**src/rtl/frac_pkg.sv**
```systemverilog
// ----------------------------------------------------------------------------
// frac_pkg
// Shared widths, opcodes, word types and sequencer states for the fraction
// add, multiply and reduce unit.
// ----------------------------------------------------------------------------
package frac_pkg;

    localparam int OPERAND_WIDTH = 16;
    localparam int MAG_W         = OPERAND_WIDTH - 1;
    localparam int PROD_W        = 2 * MAG_W;
    localparam int DATA_W        = PROD_W + 1;
    localparam int CNT_W         = $clog2(DATA_W);
    localparam int RES_NUM_W     = 32;
    localparam int RES_DEN_W     = 30;

    localparam logic [1:0] OP_ADD     = 2'd0;
    localparam logic [1:0] OP_ADD_RED = 2'd1;
    localparam logic [1:0] OP_MUL_RED = 2'd2;
    localparam logic [1:0] OP_CMP     = 2'd3;

    typedef struct packed {
        logic [1:0]                      opcode;
        logic signed [OPERAND_WIDTH-1:0] a_num;
        logic signed [OPERAND_WIDTH-1:0] a_den;
        logic signed [OPERAND_WIDTH-1:0] b_num;
        logic signed [OPERAND_WIDTH-1:0] b_den;
    } t_frac_in;

    typedef struct packed {
        logic signed [RES_NUM_W-1:0] res_num;
        logic [RES_DEN_W-1:0]        res_den;
        logic                        res_empty;
        logic                        is_equal;
        logic                        is_not_equal;
    } t_frac_out;

    typedef enum logic [3:0] {
        ST_IDLE,
        ST_MUL_A,
        ST_MUL_B,
        ST_MUL_D,
        ST_LOAD,
        ST_GCD,
        ST_DIV_N,
        ST_DIV_D,
        ST_DONE
    } t_state;

endpackage

```
**src/rtl/fraction_add_mul_reduce.sv**
```systemverilog
// ----------------------------------------------------------------------------
// fraction_add_mul_reduce
// Adds or multiplies two fractions and reduces the result by the gcd (OP_ADD leaves the
// sum unreduced) or compares them, using one shared multiplier and one shared subtractor under a small sequencer.
// ----------------------------------------------------------------------------
//  channel  | direction | handshake          | word
//  ---------+-----------+--------------------+-------------
//  input    | in        | start / busy       | t_frac_in
//  result   | out       | o_done (strobe)    | t_frac_out
//
//  Empty operands and compare go from accept straight to ST_DONE; unreduced adds and zero
//  sums pass ST_MUL_A, ST_MUL_B, ST_MUL_D and ST_LOAD first. Reduced results add a binary
//  gcd on the shared subtractor and then two restoring divisions, ST_DIV_N and ST_DIV_D.
//  busy stays high from accept through the o_done cycle; reset is synchronous.
//  The receiver cannot stall; a result is shown for exactly one cycle.
// ----------------------------------------------------------------------------
module fraction_add_mul_reduce
    import frac_pkg::*;
(
    input  logic      i_clk,
    input  logic      i_rst_n,
    input  logic      start,
    input  t_frac_in  i_item,
    output logic      busy,
    output logic      o_done,
    output t_frac_out o_result
);

    t_state r_state, n_state;

    logic [1:0]        r_opc;
    logic              r_ok;
    logic              r_eq;
    logic [MAG_W-1:0]  r_an, r_ad, r_bn, r_bd;
    logic [PROD_W-1:0] r_prod;
    logic [DATA_W-1:0] r_acc, r_den;
    logic [DATA_W-1:0] r_x, r_y, r_qn, r_qd;
    logic [DATA_W-1:0] r_dvd, r_rem;
    logic [CNT_W-1:0]  r_cnt;

    logic [MAG_W-1:0]  mul_a, mul_b;
    logic [PROD_W-1:0] prod;
    logic [DATA_W:0]   sub_a, sub_b, diff;
    logic [DATA_W:0]   div_sh;
    logic              div_bit;
    logic              cnt_last;
    logic              gcd_done;
    logic              in_ok;
    logic              in_eq;

    assign in_ok = !i_item.a_num[OPERAND_WIDTH-1] && !i_item.a_den[OPERAND_WIDTH-1]
                && (i_item.a_den != '0)
                && !i_item.b_num[OPERAND_WIDTH-1] && !i_item.b_den[OPERAND_WIDTH-1]
                && (i_item.b_den != '0);
    assign in_eq = (i_item.a_num == i_item.b_num) && (i_item.a_den == i_item.b_den);

    always_comb begin
        mul_a = r_an;
        mul_b = r_bd;
        case (r_state)
            ST_MUL_A: begin
                mul_a = r_an;
                mul_b = (r_opc == OP_MUL_RED) ? r_bn : r_bd;
            end
            ST_MUL_B: begin
                mul_a = r_bn;
                mul_b = r_ad;
            end
            ST_MUL_D: begin
                mul_a = r_ad;
                mul_b = r_bd;
            end
            default: begin
                mul_a = r_an;
                mul_b = r_bd;
            end
        endcase
    end

    assign prod = mul_a * mul_b;

    assign div_sh = {r_rem, r_dvd[DATA_W-1]};

    always_comb begin
        if (r_state == ST_GCD) begin
            sub_a = {1'b0, r_x};
            sub_b = {1'b0, r_y};
        end else begin
            sub_a = div_sh;
            sub_b = {1'b0, r_x};
        end
    end

    assign diff     = sub_a - sub_b;
    assign div_bit  = !diff[DATA_W];
    assign cnt_last = (r_cnt == CNT_W'(DATA_W - 1));
    assign gcd_done = r_x[0] && r_y[0] && (diff == '0);

    always_comb begin
        n_state = r_state;
        case (r_state)
            ST_IDLE: begin
                if (start) begin
                    n_state = (in_ok && i_item.opcode != OP_CMP) ? ST_MUL_A : ST_DONE;
                end
            end
            ST_MUL_A: n_state = ST_MUL_B;
            ST_MUL_B: n_state = ST_MUL_D;
            ST_MUL_D: n_state = ST_LOAD;
            ST_LOAD: begin
                n_state = (r_opc == OP_ADD || r_acc == '0) ? ST_DONE : ST_GCD;
            end
            ST_GCD: begin
                if (gcd_done) begin
                    n_state = ST_DIV_N;
                end
            end
            ST_DIV_N: begin
                if (cnt_last) begin
                    n_state = ST_DIV_D;
                end
            end
            ST_DIV_D: begin
                if (cnt_last) begin
                    n_state = ST_DONE;
                end
            end
            ST_DONE: n_state = ST_IDLE;
            default: n_state = ST_IDLE;
        endcase
    end

    always_ff @(posedge i_clk) begin
        if (!i_rst_n) begin
            r_state <= ST_IDLE;
        end else begin
            r_state <= n_state;
        end
    end

    always_ff @(posedge i_clk) begin
        case (r_state)
            ST_IDLE: begin
                r_opc <= i_item.opcode;
                r_ok  <= in_ok;
                r_eq  <= in_eq;
                r_an  <= i_item.a_num[MAG_W-1:0];
                r_ad  <= i_item.a_den[MAG_W-1:0];
                r_bn  <= i_item.b_num[MAG_W-1:0];
                r_bd  <= i_item.b_den[MAG_W-1:0];
            end
            ST_MUL_A: begin
                r_prod <= prod;
            end
            ST_MUL_B: begin
                r_acc  <= DATA_W'(r_prod);
                r_prod <= prod;
            end
            ST_MUL_D: begin
                if (r_opc != OP_MUL_RED) begin
                    r_acc <= r_acc + DATA_W'(r_prod);
                end
                r_prod <= prod;
            end
            ST_LOAD: begin
                r_den <= DATA_W'(r_prod);
                r_x   <= r_acc;
                r_y   <= DATA_W'(r_prod);
                r_qn  <= r_acc;
                r_qd  <= DATA_W'(r_prod);
            end
            ST_GCD: begin
                if (!r_x[0] && !r_y[0]) begin
                    r_x  <= r_x >> 1;
                    r_y  <= r_y >> 1;
                    r_qn <= r_qn >> 1;
                    r_qd <= r_qd >> 1;
                end else if (!r_x[0]) begin
                    r_x <= r_x >> 1;
                end else if (!r_y[0]) begin
                    r_y <= r_y >> 1;
                end else if (gcd_done) begin
                    r_x <= r_x;
                end else if (!diff[DATA_W]) begin
                    r_x <= diff[DATA_W:1];
                end else begin
                    r_x <= r_y;
                    r_y <= r_x;
                end
                r_dvd <= r_qn;
                r_rem <= '0;
                r_cnt <= '0;
            end
            ST_DIV_N, ST_DIV_D: begin
                if (cnt_last) begin
                    if (r_state == ST_DIV_N) begin
                        r_acc <= {r_dvd[DATA_W-2:0], div_bit};
                    end else begin
                        r_den <= {r_dvd[DATA_W-2:0], div_bit};
                    end
                    r_dvd <= r_qd;
                    r_rem <= '0;
                    r_cnt <= '0;
                end else begin
                    r_dvd <= {r_dvd[DATA_W-2:0], div_bit};
                    r_rem <= div_bit ? diff[DATA_W-1:0] : div_sh[DATA_W-1:0];
                    r_cnt <= r_cnt + 1'b1;
                end
            end
            default: begin
                r_prod <= r_prod;
            end
        endcase
    end

    always_comb begin
        busy   = (r_state != ST_IDLE);
        o_done = (r_state == ST_DONE);
        o_result.res_empty    = !r_ok;
        o_result.is_equal     = r_ok && r_eq;
        o_result.is_not_equal = r_ok && !r_eq;
        if (r_opc == OP_CMP) begin
            o_result.res_num = '0;
            o_result.res_den = '0;
        end else if (!r_ok) begin
            o_result.res_num = '1;
            o_result.res_den = '0;
        end else begin
            o_result.res_num = RES_NUM_W'(r_acc);
            o_result.res_den = RES_DEN_W'(r_den);
        end
    end

endmodule
```
**config.mk**
```make
export PLATFORM = sky130hd
export DESIGN_NAME = fraction_add_mul_reduce
export DESIGN_NICKNAME = d
export VERILOG_FILES = /design/src/rtl/frac_pkg.sv /design/src/rtl/fraction_add_mul_reduce.sv
export SDC_FILE = /design/constraint.sdc
export NUM_CORES = 1
export LEC_CHECK = 0
export ABC_CLOCK_PERIOD_IN_PS = 7700
export BUFFER_PORTS_ARGS = -buffer_cell sky130_fd_sc_hd__clkbuf_2
export CAP_MARGIN = 20
export CELL_PAD_IN_SITES_DETAIL_PLACEMENT = 1
export CELL_PAD_IN_SITES_GLOBAL_PLACEMENT = 2
export CORE_MARGIN = 5
export CORE_UTILIZATION = 37
export DETAILED_ROUTE_END_ITERATION = 16
export PLACE_DENSITY_LB_ADDON = 0.1
export SETUP_SLACK_MARGIN = 0.4
export SLEW_MARGIN = 20
export SYNTH_ARGS = -nofsm -noshare
export SYNTH_HDL_FRONTEND = slang
export SYNTH_SLANG_ARGS = --single-unit
```
**constraint.sdc**
```tcl
create_clock -name i_clk -period 7.7 [get_ports i_clk]
set_input_delay 1.925 -clock i_clk [delete_from_list [all_inputs] [get_ports i_clk]]
set_output_delay 1.925 -clock i_clk [all_outputs]
set_load 0.01 [all_outputs]
```
Word level (Yosys, flattened, before mapping)
Index checks and enable logic that the tools add are counted.
- register bits: 350
- word-level logic and storage cells: 139
- bits of input ports: 69
- output and inout bits: 67
- eq/ne operators: 29
- $mul: 1
- reduce and logical (&&, ||, !) cells: 42
- muxes and demuxes: 44
- $add $sub $neg: 3
- operators by type and width (cell ; number):
    $mux W31 ; 19
    $pmux W31 S2 ; 6
    $mux W62 ; 2
    $pmux W31 S3 ; 1
    $mux W30 ; 2
    $pmux W15 S2 ; 2
    $pmux W30 S2 ; 1
    $eq A16 B16 Y1 ; 2
    $logic_not A32 Y1 ; 1
    $mux W32 ; 1
    $pmux W4 S8 ; 1
    $reduce_bool A16 Y1 ; 2
    $sub A32 B32 Y32 ; 1
    $add A31 B30 Y31 ; 1
    $logic_not A31 Y1 ; 1
    $mul A15 B15 Y30 ; 1
    $mux W4 ; 6
    $ne A2 B2 Y1 const B ; 10
    $eq A4 B3 Y1 const B ; 4
    $ne A4 B3 Y1 const B ; 4
    $mux W15 ; 1
    $logic_and A1 B1 Y1 ; 12
    $reduce_and A4 Y1 ; 3
    $pmux W5 S2 ; 1
    20 further kinds ; 34

Logic depth before layout (Yosys ltp)
Gate-level depths: netlist (run 1).
- word-level depth: 10
- mapped depth: 32
- mapped depth without buffers: 29

Least setup slack after synthesis (run 1)
OpenSTA, ideal clock, no wires.
- path type: register to register
- from: register r_state[0]
- to: register r_prod[28], data pin
- path slack: 28 ps
- period minus slack after synthesis: 7672 ps
- arrival time: 7514 ps
- cell stages (with the launch flop): 27
- library setup time: 158 ps
- data required time: 7542 ps
- buffers on the path: 3
- cells stage by stage: dfxtp_1 clkbuf_1 nand2b_1 nor4_1 clkbuf_1 a22oi_1 nand2_1 clkbuf_1 nand2_1 fa_1 fa_1 fa_1 inv_1 fa_1 fa_1 inv_1 fa_1 inv_1 ha_1 a21oi_1 o21ai_0 a31o_2 o31a_1 o211a_1 o221ai_1 or4b_2 o211ai_1
- cells in the longest elaborated chain, start to end: 3
- elaborated cells on any way between the ends: 6
- those cells by class: 1 x mul; 3 x eq/ne; 2 x mux
- RTL lines (item ; line ; RTL):
    start, declared ; fraction_add_mul_reduce.sv:29 ; t_state r_state, n_state;
    start signal, assigned ; fraction_add_mul_reduce.sv:137 ; r_state <= n_state;
    $eq A4 B2 Y1 or $eq A4 B1 Y1 (tied branches) ; fraction_add_mul_reduce.sv:60 ; case (r_state)
    $pmux W15 S2 ; fraction_add_mul_reduce.sv:60 ;
    $mul A15 B15 Y30 (*) ; fraction_add_mul_reduce.sv:80 ; assign prod = mul_a * mul_b;
    named net prod[28] ; fraction_add_mul_reduce.sv:42 ; logic [PROD_W-1:0] prod;
    end signal, assigned ; fraction_add_mul_reduce.sv:153 ; r_prod <= prod;
    end signal, assigned ; fraction_add_mul_reduce.sv:157 ; r_prod <= prod;
    end signal, assigned ; fraction_add_mul_reduce.sv:163 ; r_prod <= prod;
    end, declared ; fraction_add_mul_reduce.sv:35 ; logic [PROD_W-1:0] r_prod;
The timed path passes the listed nets; every way through them passes the cells marked *.
A chain may end at the register's enable or synchronous reset.

Worst setup path after layout (run 1)
- from: register r_state[1]
- to: register r_prod[28], data pin
The elaborated chain is that of the path after synthesis.

==> impl_metrics.toml, run 1 <==
[floorplanning]
die-width_um = 282
dieArea_um2 = 79600
start_util_pct = 37.4
ios = 136
row_count = 99
die_h_um = 282
core_um2 = 73200

[setup_path]
r2r_cells = 27
worstSetupPathType = "reg2reg"
cp.arrival_ns = 7.61
cp_max_fo = 7
worstPathRequired_ns = 8.11
cp-start-kind = "flop"
end_kind = "flop"

[worst_hold_path]
hold_depth = 2
hold_path.class = "reg2reg"

[placed_design]
portBuffers = 135
place_hpwl_um = 73100
gp_congestion = 0.907
pre_cts_slack_ns = 0.0616
placedCellCount = 3949

[synth]
yosysTopAreaCellShare_pct = 37.8
synth_top_family_by_area = "adder cells"
syn_area_um2 = 27400
synthSimpleGateAreaFrac_pct = 17.7
yosys_warnings = 0
synth.avg_cell_area_um2 = 9.44
synth_cells = 2902
async_flop_share_pct = 0
syn_nets = 3297
muxShareOfSynthArea_pct = 3.91
synth_top_cells_by_count = "nand2_1, edfxtp_1, nor2_1"
seq_area_frac_synth_pct = 38.1
synth_top_area_cell = "edfxtp_1"
synth-xor-area-share_pct = 3.58
synth_fa_ha_area_share_pct = 19.5
yosys_most_used_dff = "edfxtp_1"
ys_types = 73
synth_most_common_cell = "nand2_1"
synth_compound_area_share_pct = 12.1
synthTopCellsByArea = "edfxtp_1, fa_1, nand2_1"
synth-seq-cells = 349
synth_edf_count = 345

[grt]
grt_pass1_vias = 23700
track_usage_pct = 23.1
grt_first_pass_wirelength_um = 144000
overflow = 0
antenna_found_initial = 0
grt_max_degree = 94

[timing]
slew_headroom_pct = 28.1
min_period_ns = 7.20
hold_violations = 0
worst_slack_ns = 0.499
grt_setup_unrepaired = "yes"
finalCritPeriodShare_pct = 93.5
final_max_slew_viol_count = 0
setup-violations-final = 0
fin_skew_ns = 0.0161
max_freq_ghz = 0.139
holdWs_ns = 0.542
fin_setup_tns_ns = 0
worst_pin_slew_ns = 1.08

[detailed_routing]
vias_per_cell = 5.41
num_vias = 22000
wl_um = 93200
drt_iter0_drc = 1325
antenna_left = 0
firstDrtPassIters = 6
routedWlPerCell_um = 22.9
drc = 0

[finish]
drive_above_1_share_pct = 13.4
syn2layout_area_growth_pct = 15.2
regArea_um2 = 10400
layout.cells.non_filler = 4065
diodes = 0
fillers = 8369
multi_input_area_um2 = 16000
nets = 3467

[clock_network]
cts_made_buffers = 44
clock_latency_ns = 0.57
cts_sinks = 349
htree_levels = 2
clkTransAtPathRegs_ns = 0.06
root_buffer = "clkbuf_16"
ctsHoldBuffers = 0
clockBufferDepth = 3
cts_tree = "built"

[flow_run]
maxCapViolCount = 0

[run_status]
status = "completed"
-- kinds of logic (layout without fill, tap and decap cells) --
logic type	count (synthesis)	in the layout
adder cells (fa/ha/maj)	326	326
buffers and inverters	367	571
flip-flops	349	349
AO/OA/AOI/OAI	512	512
multiplexers	107	107
XOR/XNOR	112	112
AND/OR/NAND/NOR	1129	1129
-- final timing paths --
kind | start | to | slack (ns)
worst max register to register | r_state[1] | r_prod[28] | 0.50
worst min-delay path | r_qn[0] | r_dvd[0] | 0.54
worst max-delay path | r_state[1] | r_prod[28] | 0.50
worst min register to register | r_qn[0] | r_dvd[0] | 0.54
-- layer usage --
layer	routed length [µm]	GRT usage [%]	up-vias
li1	-	-	10300
met1	42200	31.1	11100
met2	45600	40.2	406
met3	2440	2.01	133
met4	2970	6.56	0
met5	0	0	-
-- critical path: stages, from the launching register on --
cell and delay, ns:
dfxtp_2 0.33, nand2b_4 0.16, buf_6 0.13, nor4_4 0.32
buf_4 0.18, buf_6 0.13, a22oi_1 0.10, nand2_2 0.19
buf_6 0.13, nand2_1 0.07, fa_1 0.51, fa_1 0.53
inv_1 0.06, fa_1 0.48, fa_1 0.51, fa_1 0.49
inv_1 0.05, fa_1 0.47, inv_1 0.06, ha_4 0.24
a21oi_4 0.17, o21ai_4 0.09, a31o_2 0.26, o31a_1 0.31
o211a_1 0.30, o221ai_4 0.20, or4b_4 0.48, o211ai_1 0.10
-- flip-flops by register name, summed over array words and instances, names as in the netlist, 30 cells and up --
signal,count
r_acc,31
r_dvd,31
r_qn,31
r_rem,31
r_x,31
r_y,31
r_den,30
r_prod,30
r_qd,30
-- repair_timing --
| action | in CTS | in global routing |
|---|---|---|
| endpoints found under the setup margin | 5 | 6 |
| pin swaps | 10 | 35 |
| gates resized for setup | 29 | 56 |
| setup buffers | 8 | 25 |
| gates cloned | 1 | 2 |
-- per-stage QoR --
step	instance area (µm²)	utilization [%]
CTS	31100	42.5
detailed placement	29600	40.4
floorplan	27500	-
global placement	29600	40.4
finish	31600	43.1
global route	31600	43.1
-- cells in the final DEF, fill, tap and decap left out, types with 16 or more instances in the layout --
| cell type | n |
|---|---|
| xor2_1 | 60 |
| nand4_1 | 17 |
| fa_1 | 167 |
| nor3_1 | 16 |
| o21a_1 | 42 |
| clkinv_1 | 16 |
| ha_1 | 150 |
| nor4_1 | 26 |
| nand2_1 | 605 |
| and3_1 | 44 |
| o21bai_1 | 18 |
| nand3_1 | 32 |
| nand2b_1 | 16 |
| o211ai_1 | 37 |
| o21ai_0 | 119 |
| a21o_1 | 46 |
| xnor2_1 | 50 |
| mux2i_1 | 107 |
| clkbuf_2 | 135 |
| edfxtp_1 | 345 |
| a21oi_1 | 122 |
| nor2_1 | 262 |
| clkbuf_16 | 45 |
| buf_4 | 114 |
| inv_1 | 223 |
-- final cells by class --
class	count	share of cell area, %
clock buffers	51	3.57
clock inverters	29	0.622
inverters	230	2.73
multi-input cells	2186	50.7
flip-flops and latches	349	33.1
well taps	959	3.80
repair buffers	261	5.47
Power of run 1 is left out: the tool's default activity adds up to more than one toggle a clock period on the data nets, which glitch-free logic cannot reach.
==> inputs of run 2 (changes only) <==
--- a/config.mk
+++ b/config.mk
@@ -10,8 +10,10 @@
 export CAP_MARGIN = 20
 export CELL_PAD_IN_SITES_DETAIL_PLACEMENT = 1
 export CELL_PAD_IN_SITES_GLOBAL_PLACEMENT = 2
+export CORE_ASPECT_RATIO = 1.2
 export CORE_MARGIN = 5
 export CORE_UTILIZATION = 37
+export CTS_BUF_LIST = sky130_fd_sc_hd__clkbuf_2 sky130_fd_sc_hd__clkbuf_4 sky130_fd_sc_hd__clkbuf_8
 export DETAILED_ROUTE_END_ITERATION = 16
 export PLACE_DENSITY_LB_ADDON = 0.1
 export SETUP_SLACK_MARGIN = 0.4
==> run 2 against run 1 <==
Compared with the run above: routed wire length grew 3.3%; utilization shrank 0.65 points; die area is essentially flat; non-clock buffer count shrank 6.
==> impl_metrics.toml, run 2 (synthesis gave the netlist of run 1 again) <==
[finish]
finalCoreUtilization_pct = 42.5
nets = 3476
drive_above_1_share_pct = 13.5
final_common_cell = "nand2_1"
fin_area_um2 = 31200
syn2layout_area_growth_pct = 13.9
layout_common_cells = "nand2_1, edfxtp_1, nor2_1"

[timing]
fin_setup_tns_ns = 0
final_max_slew_viol_count = 0
finalCritPeriodShare_pct = 92.5
slew_headroom_pct = 29.8
setup-violations-final = 0
min_period_ns = 7.12
fin_skew_ns = 0.0301
max_freq_ghz = 0.140
worst_pin_slew_ns = 1.05
grt_setup_unrepaired = "no"
hold_violations = 0

[setup_path]
cp-start-kind = "flop"
end_kind = "flop"
worstSetupPathType = "reg2reg"
cp.arrival_ns = 7.51
cp_slowest_cell = "fa_1"
cp_slowest_stage_delay_ns = 0.54
worstPathRequired_ns = 8.10
cp_max_fo = 7
crit_path_frequent_cell = "fa_1"

[detailed_routing]
met2_length_um = 50000
routedWlPerCell_um = 23.7
drt_iter0_drc = 1287
antenna_left = 0
drc = 0
firstDrtPassIters = 7
met3WireLength_um = 3030
top_layer = "met4"
wl_um = 96300
num_vias = 22200
wl_met1_um = 38800
vias_per_cell = 5.45

[grt]
overflow = 0
track_usage_pct = 23.8
antenna_found_initial = 1
grt_max_degree = 108
grt_pass1_vias = 24300
grt_first_pass_wirelength_um = 147000

[clock_network]
ctsHoldBuffers = 0
htree_levels = 2
cts_sinks = 349
cts_made_buffers = 59
cts_tree = "built"
clockBufferDepth = 3
clock_latency_ns = 0.68
root_buffer = "clkbuf_8"
clkTransAtPathRegs_ns = 0.06

[floorplanning]
core_um2 = 73500
start_util_pct = 37.3
die_h_um = 308
ios = 136
die-width_um = 258
row_count = 109
dieArea_um2 = 79600

[placed_design]
place_area_um2 = 29600
place_hpwl_um = 76500
portBuffers = 135
gp_congestion = 0.916

[worst_hold_path]
hold_path.class = "reg2reg"

[run_status]
status = "completed"

[flow_run]
maxCapViolCount = 0
==> run 2: cell types whose count changed in the layout (fill, tap and decap cells not counted), sizes merged <==
| cell | before | now |
|---|---|---|
| clkinvlp | 0 | 1 |
| inv | 237 | 231 |
| bufinv | 1 | 2 |
| clkinv | 21 | 27 |
| clkbuf | 187 | 208 |
| bufbuf | 1 | 0 |
| diode | 0 | 1 |
| buf | 124 | 120 |
==> run 2: area by class of cell <==
type	count	area, µm²
fillers	8463	42300
multi-input cells	2186	15900
flip-flops and latches	349	10400
repair buffers	255	1680
well taps	943	1180
clock buffers	73	923
inverters	230	863
clock inverters	31	199
diodes	1	2.50
==> run 2: metal layers <==
| layer | vias up | global-route usage, % |
|---|---|---|
| li1 | 10400 | - |
| met1 | 11100 | 28.1 |
| met5 | - | 0 |
| met2 | 488 | 44.2 |
| met3 | 187 | 2.49 |
| met4 | 0 | 9.63 |
==> run 2: stage by stage <==
stage | hold WS, ns | worst slack, ns | cells
floorplan | 0.496 | 0.406 | 2902
global placement | 0.523 | 0.163 | 3933
detailed placement | 0.537 | -0.0167 | 3934
CTS | 0.550 | 0.402 | 4056
global route | 0.571 | 0.332 | 4068
finish | 0.547 | 0.581 | 4068
==> run 2: path summary, 6_finish.rpt <==
kind                            slack (ns)  cells after the start    endpoint     start
worst min register to register        0.55                      2     r_qd[5]   r_qd[6]
worst min-delay path                  0.55                      2     r_qd[5]   r_qd[6]
worst max register to register        0.58                     28  r_prod[28]  r_opc[1]
worst max-delay path                  0.58                     28  r_prod[28]  r_opc[1]
==> run 2: repair_timing <==
action	4_1_cts	5_1_grt
endpoints found under the setup margin	5	8
pin swaps	5	23
cloned	0	1
buffers inserted	18	10
resized for setup	13	49
==> run 2: critical path: cells and delay by family, from the launching register on <==
| family | cells | cell delay, ns |
|---|---|---|
| buffers and inverters | 8 | 0.86 |
| AOI/OAI and AO/OA | 5 | 0.91 |
| adders and majority gates | 7 | 3.26 |
| DFF | 1 | 0.46 |
| and+or+nand+nor | 8 | 1.36 |
Power of run 2 is left out for the same reason.
